$ cat src/sv/wmbd_pkg.sv
// ----------------------------------------------------------------------------
// wmbd_pkg - shared types and constants of the window majority debouncer
// Sizes of the button set and history window, the per-button entry layout,
// the register map and the button-to-pin table.
// ----------------------------------------------------------------------------
package wmbd_pkg;

  localparam int NUM_BUTTONS   = 8;   // 1 .. 16
  localparam int HISTORY_DEPTH = 64;  // 2 .. 64

  localparam int BTN_W   = (NUM_BUTTONS > 1) ? $clog2(NUM_BUTTONS) : 1;
  localparam int POS_W   = $clog2(HISTORY_DEPTH);
  localparam int CNT_W   = $clog2(HISTORY_DEPTH + 1);
  // entry = {filtered level, high count, sample ring}
  localparam int ENTRY_W = 1 + CNT_W + HISTORY_DEPTH;

  localparam int LEVELS_W = 8;
  localparam int IDX_W    = 3;
  localparam int PIN_W    = 5;
  localparam int THR_W    = 7;

  localparam logic [THR_W-1:0] THR_RESET = 7'd53;

  localparam int CFG_ADDR_W = 3;
  localparam int CFG_DATA_W = 32;
  // register index = paddr[CFG_ADDR_W-1:2]
  localparam logic REG_THRESHOLD = 1'b0;

  typedef logic [NUM_BUTTONS-1:0] btn_mask_t;

  function automatic logic [PIN_W-1:0] pin_of_button(input logic [IDX_W-1:0] idx);
    logic [PIN_W-1:0] pin;
    case (idx)
      3'd0:    pin = 5'd5;
      3'd1:    pin = 5'd7;
      3'd2:    pin = 5'd6;
      3'd3:    pin = 5'd8;
      3'd4:    pin = 5'd12;
      3'd5:    pin = 5'd14;
      3'd6:    pin = 5'd13;
      default: pin = 5'd15;
    endcase
    return pin;
  endfunction

  // index of the lowest set bit (zero when the mask is empty)
  function automatic logic [BTN_W-1:0] lowest_set(input btn_mask_t mask);
    logic [BTN_W-1:0] idx;
    idx = '0;
    for (int i = NUM_BUTTONS - 1; i >= 0; i--) begin
      if (mask[i]) idx = BTN_W'(i);
    end
    return idx;
  endfunction

endpackage

$ cat src/sv/wmbd_ram.sv
// ----------------------------------------------------------------------------
// wmbd_ram - generic single-port-write, single-port-read RAM
// Registered read with read enable; a read and a write of the same address
// in one cycle return the old data.
// ----------------------------------------------------------------------------
module wmbd_ram #(
  parameter int WIDTH = 8,
  parameter int DEPTH = 8
) (
  input  logic                                       clk_i,
  input  logic                                       we_i,
  input  logic [((DEPTH > 1) ? $clog2(DEPTH) : 1)-1:0] waddr_i,
  input  logic [WIDTH-1:0]                           wdata_i,
  input  logic                                       re_i,
  input  logic [((DEPTH > 1) ? $clog2(DEPTH) : 1)-1:0] raddr_i,
  output logic [WIDTH-1:0]                           rdata_o
);

  logic [WIDTH-1:0] mem [DEPTH];

  always_ff @(posedge clk_i) begin
    if (we_i) mem[waddr_i] <= wdata_i;
    if (re_i) rdata_o <= mem[raddr_i];
  end

endmodule

$ cat src/sv/window_majority_button_debouncer.sv
// ----------------------------------------------------------------------------
// window_majority_button_debouncer - sliding-window majority button filter
// Keeps a ring of recent samples and a running high count per button in a
// state RAM, updates one button per cycle unless the press queue stalls it, and
// emits a press beat for each button whose filtered level falls from high to low.
// ----------------------------------------------------------------------------
//
//  channel   dir  beat contents                              accept
//  s_axis    in   tdata[7:0] pin_levels                      tvalid & tready
//  m_axis    out  tdata[2:0] button_index, [7:3] gpio_pin,   tvalid & tready
//                 tlast = last press of the poll
//  apb       in   0x0: high_count_threshold[6:0]             psel&penable&pwrite
//
// Flow: each poll makes one read-modify-write of the state RAM per button,
//   while the next poll can already wait in the input buffer; a poll's press
//   beats are loaded into the emit mask when its last button is written.
// Reset: per-entry valid bits clear the history at once; an entry never
//   written reads as all zeros. No clearing pass.
// Stalls: press beats drain from a mask register one per cycle while
//   m_axis_tready is high; if a poll finishes with presses while the previous
//   poll's beats are still queued, its final RAM write holds until the queue frees.
// ----------------------------------------------------------------------------
module window_majority_button_debouncer (
  input  logic                            clk_i,
  input  logic                            rst_ni,
  // poll input
  input  logic                            s_axis_tvalid,
  output logic                            s_axis_tready,
  input  logic [wmbd_pkg::LEVELS_W-1:0]   s_axis_tdata,   // [7:0] pin_levels
  // press events
  output logic                            m_axis_tvalid,
  input  logic                            m_axis_tready,
  output logic [7:0]                      m_axis_tdata,   // [2:0] button_index, [7:3] gpio_pin
  output logic                            m_axis_tlast,   // last_event
  // configuration
  input  logic                            psel,
  input  logic                            penable,
  input  logic                            pwrite,
  input  logic [wmbd_pkg::CFG_ADDR_W-1:0] paddr,
  input  logic [wmbd_pkg::CFG_DATA_W-1:0] pwdata,
  output logic [wmbd_pkg::CFG_DATA_W-1:0] prdata,
  output logic                            pready
);

  import wmbd_pkg::*;

  localparam logic [BTN_W-1:0] LAST_BTN = BTN_W'(NUM_BUTTONS - 1);
  localparam logic [POS_W-1:0] LAST_POS = POS_W'(HISTORY_DEPTH - 1);

  // ---------------- configuration ----------------
  logic [THR_W-1:0] thr_q, thr_d;
  logic             cfg_wr;

  assign pready = 1'b1;
  assign cfg_wr = psel && penable && pwrite && (paddr[CFG_ADDR_W-1:2] == REG_THRESHOLD);

  always_comb begin
    thr_d = thr_q;
    if (cfg_wr) thr_d = pwdata[THR_W-1:0];
  end

  always_comb begin
    prdata = '0;
    if (paddr[CFG_ADDR_W-1:2] == REG_THRESHOLD) prdata = CFG_DATA_W'(thr_q);
  end

  // ---------------- input buffer and ring position ----------------
  logic                inbuf_valid_q, inbuf_valid_d;
  logic [LEVELS_W-1:0] inbuf_levels_q;
  logic [POS_W-1:0]    inbuf_pos_q;
  logic [POS_W-1:0]    wpos_q, wpos_d;
  logic                in_accept;

  assign s_axis_tready = !inbuf_valid_q;
  assign in_accept     = s_axis_tvalid && s_axis_tready;

  // slot advances before each write, wrapping at the window depth
  assign wpos_d = !in_accept ? wpos_q : ((wpos_q == LAST_POS) ? '0 : wpos_q + 1'b1);

  // ---------------- read sequencer ----------------
  logic                busy_q, busy_d;
  logic [BTN_W-1:0]    btn_q, btn_d;
  logic [LEVELS_W-1:0] cur_levels_q;
  logic [POS_W-1:0]    cur_pos_q;
  logic                issue, issue_last, load_cur, stall_b, cur_level;

  assign issue      = busy_q && !stall_b;
  assign issue_last = issue && (btn_q == LAST_BTN);
  assign load_cur   = inbuf_valid_q && (!busy_q || issue_last);

  // buttons past the eighth always sample low
  assign cur_level  = (int'(btn_q) < LEVELS_W) ? cur_levels_q[btn_q[IDX_W-1:0]] : 1'b0;

  always_comb begin
    inbuf_valid_d = in_accept || (inbuf_valid_q && !load_cur);
    busy_d        = busy_q;
    btn_d         = btn_q;
    if (load_cur) begin
      busy_d = 1'b1;
      btn_d  = '0;
    end else if (issue) begin
      if (issue_last) busy_d = 1'b0;
      btn_d = btn_q + 1'b1;
    end
  end

  // ---------------- state RAM ----------------
  logic               ram_we;
  logic [BTN_W-1:0]   ram_waddr;
  logic [ENTRY_W-1:0] ram_wdata, ram_rdata;

  wmbd_ram #(
    .WIDTH (ENTRY_W),
    .DEPTH (NUM_BUTTONS)
  ) u_state_ram (
    .clk_i   (clk_i),
    .we_i    (ram_we),
    .waddr_i (ram_waddr),
    .wdata_i (ram_wdata),
    .re_i    (issue),
    .raddr_i (btn_q),
    .rdata_o (ram_rdata)
  );

  // ---------------- update stage ----------------
  logic               b_valid_q, b_valid_d;
  logic [BTN_W-1:0]   b_btn_q;
  logic               b_level_q, b_last_q;
  logic [POS_W-1:0]   b_pos_q;
  btn_mask_t          entry_valid_q, entry_valid_d;
  // last cycle's write, forwarded when the same entry is read back-to-back
  logic               fwd_valid_q;
  logic [BTN_W-1:0]   fwd_addr_q;
  logic [ENTRY_W-1:0] fwd_data_q;
  btn_mask_t          acc_mask_q, acc_mask_d;

  logic [ENTRY_W-1:0]       entry;
  logic [HISTORY_DEPTH-1:0] hist, hist_new;
  logic [CNT_W-1:0]         cnt, cnt_new;
  logic                     filt, old_bit, up, fall, fire;
  btn_mask_t                fall_mask, poll_mask;

  // event queue
  btn_mask_t emit_mask_q, emit_mask_d;
  logic      emit_take, emit_free;

  always_comb begin
    if (fwd_valid_q && (fwd_addr_q == b_btn_q)) begin
      entry = fwd_data_q;
    end else if (entry_valid_q[b_btn_q]) begin
      entry = ram_rdata;
    end else begin
      entry = '0;
    end
    hist = entry[HISTORY_DEPTH-1:0];
    cnt  = entry[HISTORY_DEPTH +: CNT_W];
    filt = entry[ENTRY_W-1];

    old_bit           = hist[b_pos_q];
    hist_new          = hist;
    hist_new[b_pos_q] = b_level_q;
    cnt_new           = cnt - CNT_W'(old_bit) + CNT_W'(b_level_q);
    up                = THR_W'(cnt_new) > thr_q;
    fall              = filt && !up;

    fall_mask          = '0;
    fall_mask[b_btn_q] = fall;
    poll_mask          = acc_mask_q | fall_mask;

    // final button of a poll with presses needs the queue free
    stall_b = b_valid_q && b_last_q && (poll_mask != '0) && !emit_free;
    fire    = b_valid_q && !stall_b;

    ram_we    = fire;
    ram_waddr = b_btn_q;
    ram_wdata = {up, cnt_new, hist_new};

    entry_valid_d = entry_valid_q;
    if (fire) entry_valid_d[b_btn_q] = 1'b1;

    acc_mask_d = acc_mask_q;
    if (fire) acc_mask_d = b_last_q ? '0 : poll_mask;

    b_valid_d = stall_b ? b_valid_q : issue;
  end

  // ---------------- event output ----------------
  logic onehot_left;

  assign m_axis_tvalid = (emit_mask_q != '0);
  assign emit_take     = m_axis_tvalid && m_axis_tready;
  assign onehot_left   = ((emit_mask_q & (emit_mask_q - 1'b1)) == '0);
  assign emit_free     = !m_axis_tvalid || (emit_take && onehot_left);

  always_comb begin
    logic [BTN_W-1:0] idx;
    idx          = lowest_set(emit_mask_q);
    m_axis_tdata = {pin_of_button(idx[IDX_W-1:0]), idx[IDX_W-1:0]};
    m_axis_tlast = onehot_left;

    emit_mask_d = emit_mask_q;
    if (emit_take) emit_mask_d = emit_mask_q & (emit_mask_q - 1'b1);
    if (fire && b_last_q && (poll_mask != '0)) emit_mask_d = poll_mask;
  end

  // ---------------- registers ----------------
  always_ff @(posedge clk_i or negedge rst_ni) begin
    if (!rst_ni) begin
      thr_q         <= THR_RESET;
      inbuf_valid_q <= 1'b0;
      wpos_q        <= '0;
      busy_q        <= 1'b0;
      btn_q         <= '0;
      b_valid_q     <= 1'b0;
      fwd_valid_q   <= 1'b0;
      entry_valid_q <= '0;
      acc_mask_q    <= '0;
      emit_mask_q   <= '0;
    end else begin
      thr_q         <= thr_d;
      inbuf_valid_q <= inbuf_valid_d;
      wpos_q        <= wpos_d;
      busy_q        <= busy_d;
      btn_q         <= btn_d;
      b_valid_q     <= b_valid_d;
      fwd_valid_q   <= fire;
      entry_valid_q <= entry_valid_d;
      acc_mask_q    <= acc_mask_d;
      emit_mask_q   <= emit_mask_d;
    end
  end

  always_ff @(posedge clk_i) begin
    if (in_accept) begin
      inbuf_levels_q <= s_axis_tdata;
      inbuf_pos_q    <= wpos_d;
    end
    if (load_cur) begin
      cur_levels_q <= inbuf_levels_q;
      cur_pos_q    <= inbuf_pos_q;
    end
    if (issue) begin
      b_btn_q   <= btn_q;
      b_level_q <= cur_level;
      b_pos_q   <= cur_pos_q;
      b_last_q  <= (btn_q == LAST_BTN);
    end
    if (fire) begin
      fwd_addr_q <= ram_waddr;
      fwd_data_q <= ram_wdata;
    end
  end

endmodule

$ cat config.mk
export PLATFORM = sky130hd
export DESIGN_NAME = window_majority_button_debouncer
export DESIGN_NICKNAME = d
export VERILOG_FILES = /design/src/sv/wmbd_pkg.sv /design/src/sv/wmbd_ram.sv /design/src/sv/window_majority_button_debouncer.sv
export SDC_FILE = /design/constraint.sdc
export NUM_CORES = 1
export LEC_CHECK = 0
export ABC_AREA = 1
export BUFFER_PORTS_ARGS = -buffer_cell sky130_fd_sc_hd__buf_2
export CAP_MARGIN = 20
export CORE_MARGIN = 2
export CORE_UTILIZATION = 35
export CTS_BUF_LIST = sky130_fd_sc_hd__clkbuf_16
export DETAILED_ROUTE_END_ITERATION = 10
export PLACE_DENSITY = 0.53
export SYNTH_ARGS = -nofsm -noshare
export SYNTH_HDL_FRONTEND = slang
export SYNTH_HIERARCHICAL = 1
export SYNTH_SLANG_ARGS = --single-unit
export TNS_END_PERCENT = 50
$ cat constraint.sdc
create_clock -name clk_i -period 13.2 [get_ports clk_i]
set_clock_uncertainty 0.05 [all_clocks]
set_input_delay 1.98 -clock clk_i [delete_from_list [all_inputs] [get_ports clk_i]]
set_output_delay 1.98 -clock clk_i [all_outputs]
set_load 0.005 [all_outputs]
==> impl_results.html <==
<table>
<tr><th>Metric</th><th>Value</th></tr>
<tr><th colspan="2">Status</th></tr>
<tr><td>Outcome</td><td>complete, no violations</td></tr>
<tr><th colspan="2">STA</th></tr>
<tr><td>Pin slew with the least headroom to its limit</td><td>roughly 1000 ps</td></tr>
<tr><td>Fin. Hold Viols</td><td>0</td></tr>
<tr><td>Final critical path time including I/O delays and setup</td><td>10050 ps</td></tr>
<tr><td>Max Slew Vio Count</td><td>0</td></tr>
<tr><td>Fin Hold WS</td><td>approximately 360 ps</td></tr>
<tr><td>Highest achievable clock rate</td><td>99.5 MHz</td></tr>
<tr><td>Max-Slew Margin vs Limit</td><td>0.312</td></tr>
<tr><td>Total Negative Setup Slacks</td><td>0 ps</td></tr>
<tr><td>Final setup violation count</td><td>0</td></tr>
<tr><td>Setup repair after global routing missed its margin</td><td>false</td></tr>
<tr><td>Post-route clock period utilization</td><td>0.762</td></tr>
<tr><th colspan="2">Worst setup path</th></tr>
<tr><td>Reg-to-reg critical path startpoint</td><td>b_btn_q[0]</td></tr>
<tr><td>Nature of the critical path endpoint</td><td>flip-flop</td></tr>
<tr><td>Data required time at the worst endpoint</td><td>about 13000 ps</td></tr>
<tr><td>CP max-delay cell</td><td>buf_4</td></tr>
<tr><td>Reg2Reg Depth</td><td>45</td></tr>
<tr><td>Arrival @ worst endpoint</td><td>10270 ps</td></tr>
<tr><td>Start-to-end type of the worst setup path</td><td>flip-flop to flip-flop</td></tr>
<tr><td>Peak per-stage delay on the critical path</td><td>670 ps</td></tr>
<tr><td>R2r endpoint</td><td>u_state_ram/mem[2][25]</td></tr>
<tr><td>Launching element type of the critical path</td><td>flip-flop</td></tr>
<tr><td>Most used cell along the critical path</td><td>nand2_1</td></tr>
<tr><td>CP max FO</td><td>just over 40</td></tr>
<tr><td>R2R setup slack</td><td>around 3100 ps</td></tr>
<tr><th colspan="2">Cells and area</th></tr>
<tr><td>Final-stage net count</td><td>3729</td></tr>
<tr><td>Multi-input combinational cell area</td><td>9030 um^2</td></tr>
<tr><td>Most common cell after layout, fill and taps aside</td><td>nand2_1</td></tr>
<tr><td>Register cell area after layout</td><td>between 20000 and 25000 um^2</td></tr>
<tr><td>Proportion of layout cells with a drive suffix above 1</td><td>0.0787</td></tr>
<tr><td>Count of placed standard cells in the final layout, fillers left out</td><td>roughly 5100</td></tr>
<tr><td>Area added between synthesis and finish</td><td>12.0%</td></tr>
<tr><td>Diodes inserted</td><td>0</td></tr>
<tr><td>Top library cells by usage in the layout, fill and taps aside</td><td>1175 x nand2_1, 762 x edfxtp_1, 683 x inv_1</td></tr>
<tr><td>Layout filler cell count</td><td>roughly 10000</td></tr>
<tr><th colspan="2">Hold path</th></tr>
<tr><td>Path class of the lowest-slack min-delay path</td><td>flip-flop to flip-flop</td></tr>
<tr><td>Number of cells on the worst hold path</td><td>0</td></tr>
<tr><td>Startpoint of the tightest hold check path</td><td>inbuf_levels_q[1]</td></tr>
<tr><td>Worst Hold Path EP</td><td>cur_levels_q[1]</td></tr>
<tr><th colspan="2">Clocking</th></tr>
<tr><td>Post CTS Setup Buffer Count</td><td>0</td></tr>
<tr><td>Clock transition at the registers of the reported paths</td><td>60 ps</td></tr>
<tr><td>Clock network latency to the later pin of the worst-skew pair</td><td>640 ps</td></tr>
<tr><td>Clock root buffer</td><td>clkbuf_16</td></tr>
<tr><td>CTS Buf Count</td><td>90</td></tr>
<tr><td>Maximum buffer depth of the clock tree</td><td>3</td></tr>
<tr><td>Number of clock sinks</td><td>806</td></tr>
<tr><td>CTS tree</td><td>built</td></tr>
<tr><td>Post-CTS Hold Buffers</td><td>0</td></tr>
<tr><td>Maximum level of the CTS H-tree</td><td>3</td></tr>
<tr><td>Post-CTS Resized</td><td>0</td></tr>
<tr><th colspan="2">Global route</th></tr>
<tr><td>Grt total ovfl</td><td>0</td></tr>
<tr><td>Global Route Usage Sum</td><td>0.165</td></tr>
<tr><td>Pin count of the biggest net entering global routing</td><td>between 100 and 150</td></tr>
<tr><td>Antenna violations before repair</td><td>0</td></tr>
<tr><td>First-pass GRT wire length</td><td>about 140000 um</td></tr>
<tr><td>Number of global-route vias before repair</td><td>23000</td></tr>
<tr><th colspan="2">Drt</th></tr>
<tr><td>Iteration count of the initial detailed-routing pass</td><td>5</td></tr>
<tr><td>Average wire per standard cell</td><td>~17 um</td></tr>
<tr><td>Starting DRT DRC Count</td><td>1697</td></tr>
<tr><td>Vias per std cell</td><td>roughly 4.7</td></tr>
<tr><td>Number of nets still failing antenna checks after routing</td><td>0</td></tr>
<tr><td>Detailed-route wire length</td><td>just under 90000 um</td></tr>
<tr><td>Number of design rule violations left after detail routing</td><td>0</td></tr>
<tr><td>Vias after detailed routing</td><td>roughly 24000</td></tr>
<tr><th colspan="2">Floorplan</th></tr>
<tr><td>Top-Level Pins</td><td>between 90 and 100</td></tr>
<tr><td>Core outline area</td><td>roughly 100000 um^2</td></tr>
<tr><td>Die Area</td><td>about 110000 um^2</td></tr>
<tr><td>Die Span X</td><td>about 330 um</td></tr>
<tr><td>Die height</td><td>approximately 330 um</td></tr>
<tr><td>Row count</td><td>around 120</td></tr>
<tr><td>Starting density of the core</td><td>0.352</td></tr>
<tr><th colspan="2">Synth</th></tr>
<tr><td>Avg Cell Area, Syn</td><td>about 10 um^2</td></tr>
<tr><td>Syn Std Cell Area</td><td>around 36000 um^2</td></tr>
<tr><td>Instance count of the mapped netlist</td><td>about 3700</td></tr>
<tr><td>Top FF cell, synth</td><td>edfxtp_1</td></tr>
<tr><td>Warnings from Yosys</td><td>6</td></tr>
<tr><td>EDFF count, synth</td><td>roughly 760</td></tr>
<tr><td>Netlist cell types</td><td>44</td></tr>
<tr><td>Post-synth ARST share</td><td>0.0546</td></tr>
<tr><td>Sequential fraction of the synthesis area</td><td>0.659</td></tr>
<tr><td>Seq cells post-synth</td><td>about 800</td></tr>
<tr><th colspan="2">Flow run</th></tr>
<tr><td>Reported max-cap violation count</td><td>0</td></tr>
<tr><th colspan="2">Placement</th></tr>
<tr><td>Inst Count DP</td><td>about 4900</td></tr>
<tr><td>Hpwl dp</td><td>~45000 um</td></tr>
<tr><td>Placer Congestion</td><td>approximately 0.76</td></tr>
<tr><td>Port Buffer Count</td><td>39</td></tr>
</table>
-- how the worst max path moves through the flow --
stage | depth (start not counted) | slack [ps] | startpoint | endpoint
finish | 45 | 3150 | b_btn_q[0] | u_state_ram/mem[2][25]
global placement | 45 | 3140 | b_btn_q[0] | u_state_ram/mem[2][19]
floorplan | 42 | 3290 | b_btn_q[2] | u_state_ram/mem[1][0]
global route | 43 | 2410 | b_btn_q[0] | u_state_ram/mem[2][21]
detailed placement | 45 | 3050 | b_btn_q[0] | u_state_ram/mem[2][25]
CTS | 45 | 3030 | b_btn_q[0] | u_state_ram/mem[2][21]
-- routing by layer --
metal  up-vias  share of wire  global-route usage
met5         -              0                   0
met3       131          0.047              0.0249
met4         0          0.023              0.0445
li1      11800              -                   -
met1     11600           0.46               0.227
met2       543           0.47               0.271
-- critical path: cells and delay by family, from the launching register on --
family          cells  cell delay (ps)
buf+inv             8             1890
simple gates       28             4640
compound gates      3              780
xor+xnor            2              270
flops               1              630
fa+ha+maj           4             1270
-- cell families after synthesis --
kind of cell | synth area share
AOI/OAI and AO/OA | 0.0324
buffers and inverters | 0.100
muxes | 0.000309
xor gates and xnor gates | 0.00216
and+or+nand+nor | 0.200
other | 0.000206
DFF | 0.659
adders and majority gates | 0.00639
-- synthesized netlist by cell type, drive strengths merged, types with 7 or more instances --
cell / instances / area share
nand4: 23 / 0.0040
nand3: 435 / 0.061
nor2: 66 / 0.0071
inv: 675 / 0.070
o21ai: 26 / 0.0045
edfxtp: 762 / 0.63
nand2: 1188 / 0.12
clkbuf: 61 / 0.0063
a21oi: 82 / 0.011
a31oi: 76 / 0.013
a31o: 7 / 0.0017
ha: 17 / 0.0058
nor3: 24 / 0.0033
dfrtp: 40 / 0.027
buf: 140 / 0.024
-- stage by stage --
step	worst slack, ps	instance area [um^2]	utilization
CTS	3030	40800	0.395
detailed placement	3050	38000	0.367
floorplan	3290	36500	-
finish	3150	40800	0.395
global placement	3140	38000	0.367
global route	2410	40800	0.395
-- state kept, by name, summed over array words and instances (netlist names), 8 cells and up --
signal               cells
inbuf_levels_q           8
u_state_ram/mem        576
fwd_data_q              72
cur_levels_q             8
u_state_ram/rdata_o     72
acc_mask_q               8
entry_valid_q            8
emit_mask_q              8
-- cell type report --
class	count	share of cell area
Clock buffer	93	0.0571
Inverter	675	0.0628
Multi-Input combinational cell	1995	0.221
Tap cell	1380	0.0423
Clock inverter	73	0.0119
Timing Repair Buffer	93	0.0163
Sequential cell	806	0.588
Power is not shown: default switching activity piles up to over one toggle a cycle in this logic, so the estimate is an artifact.
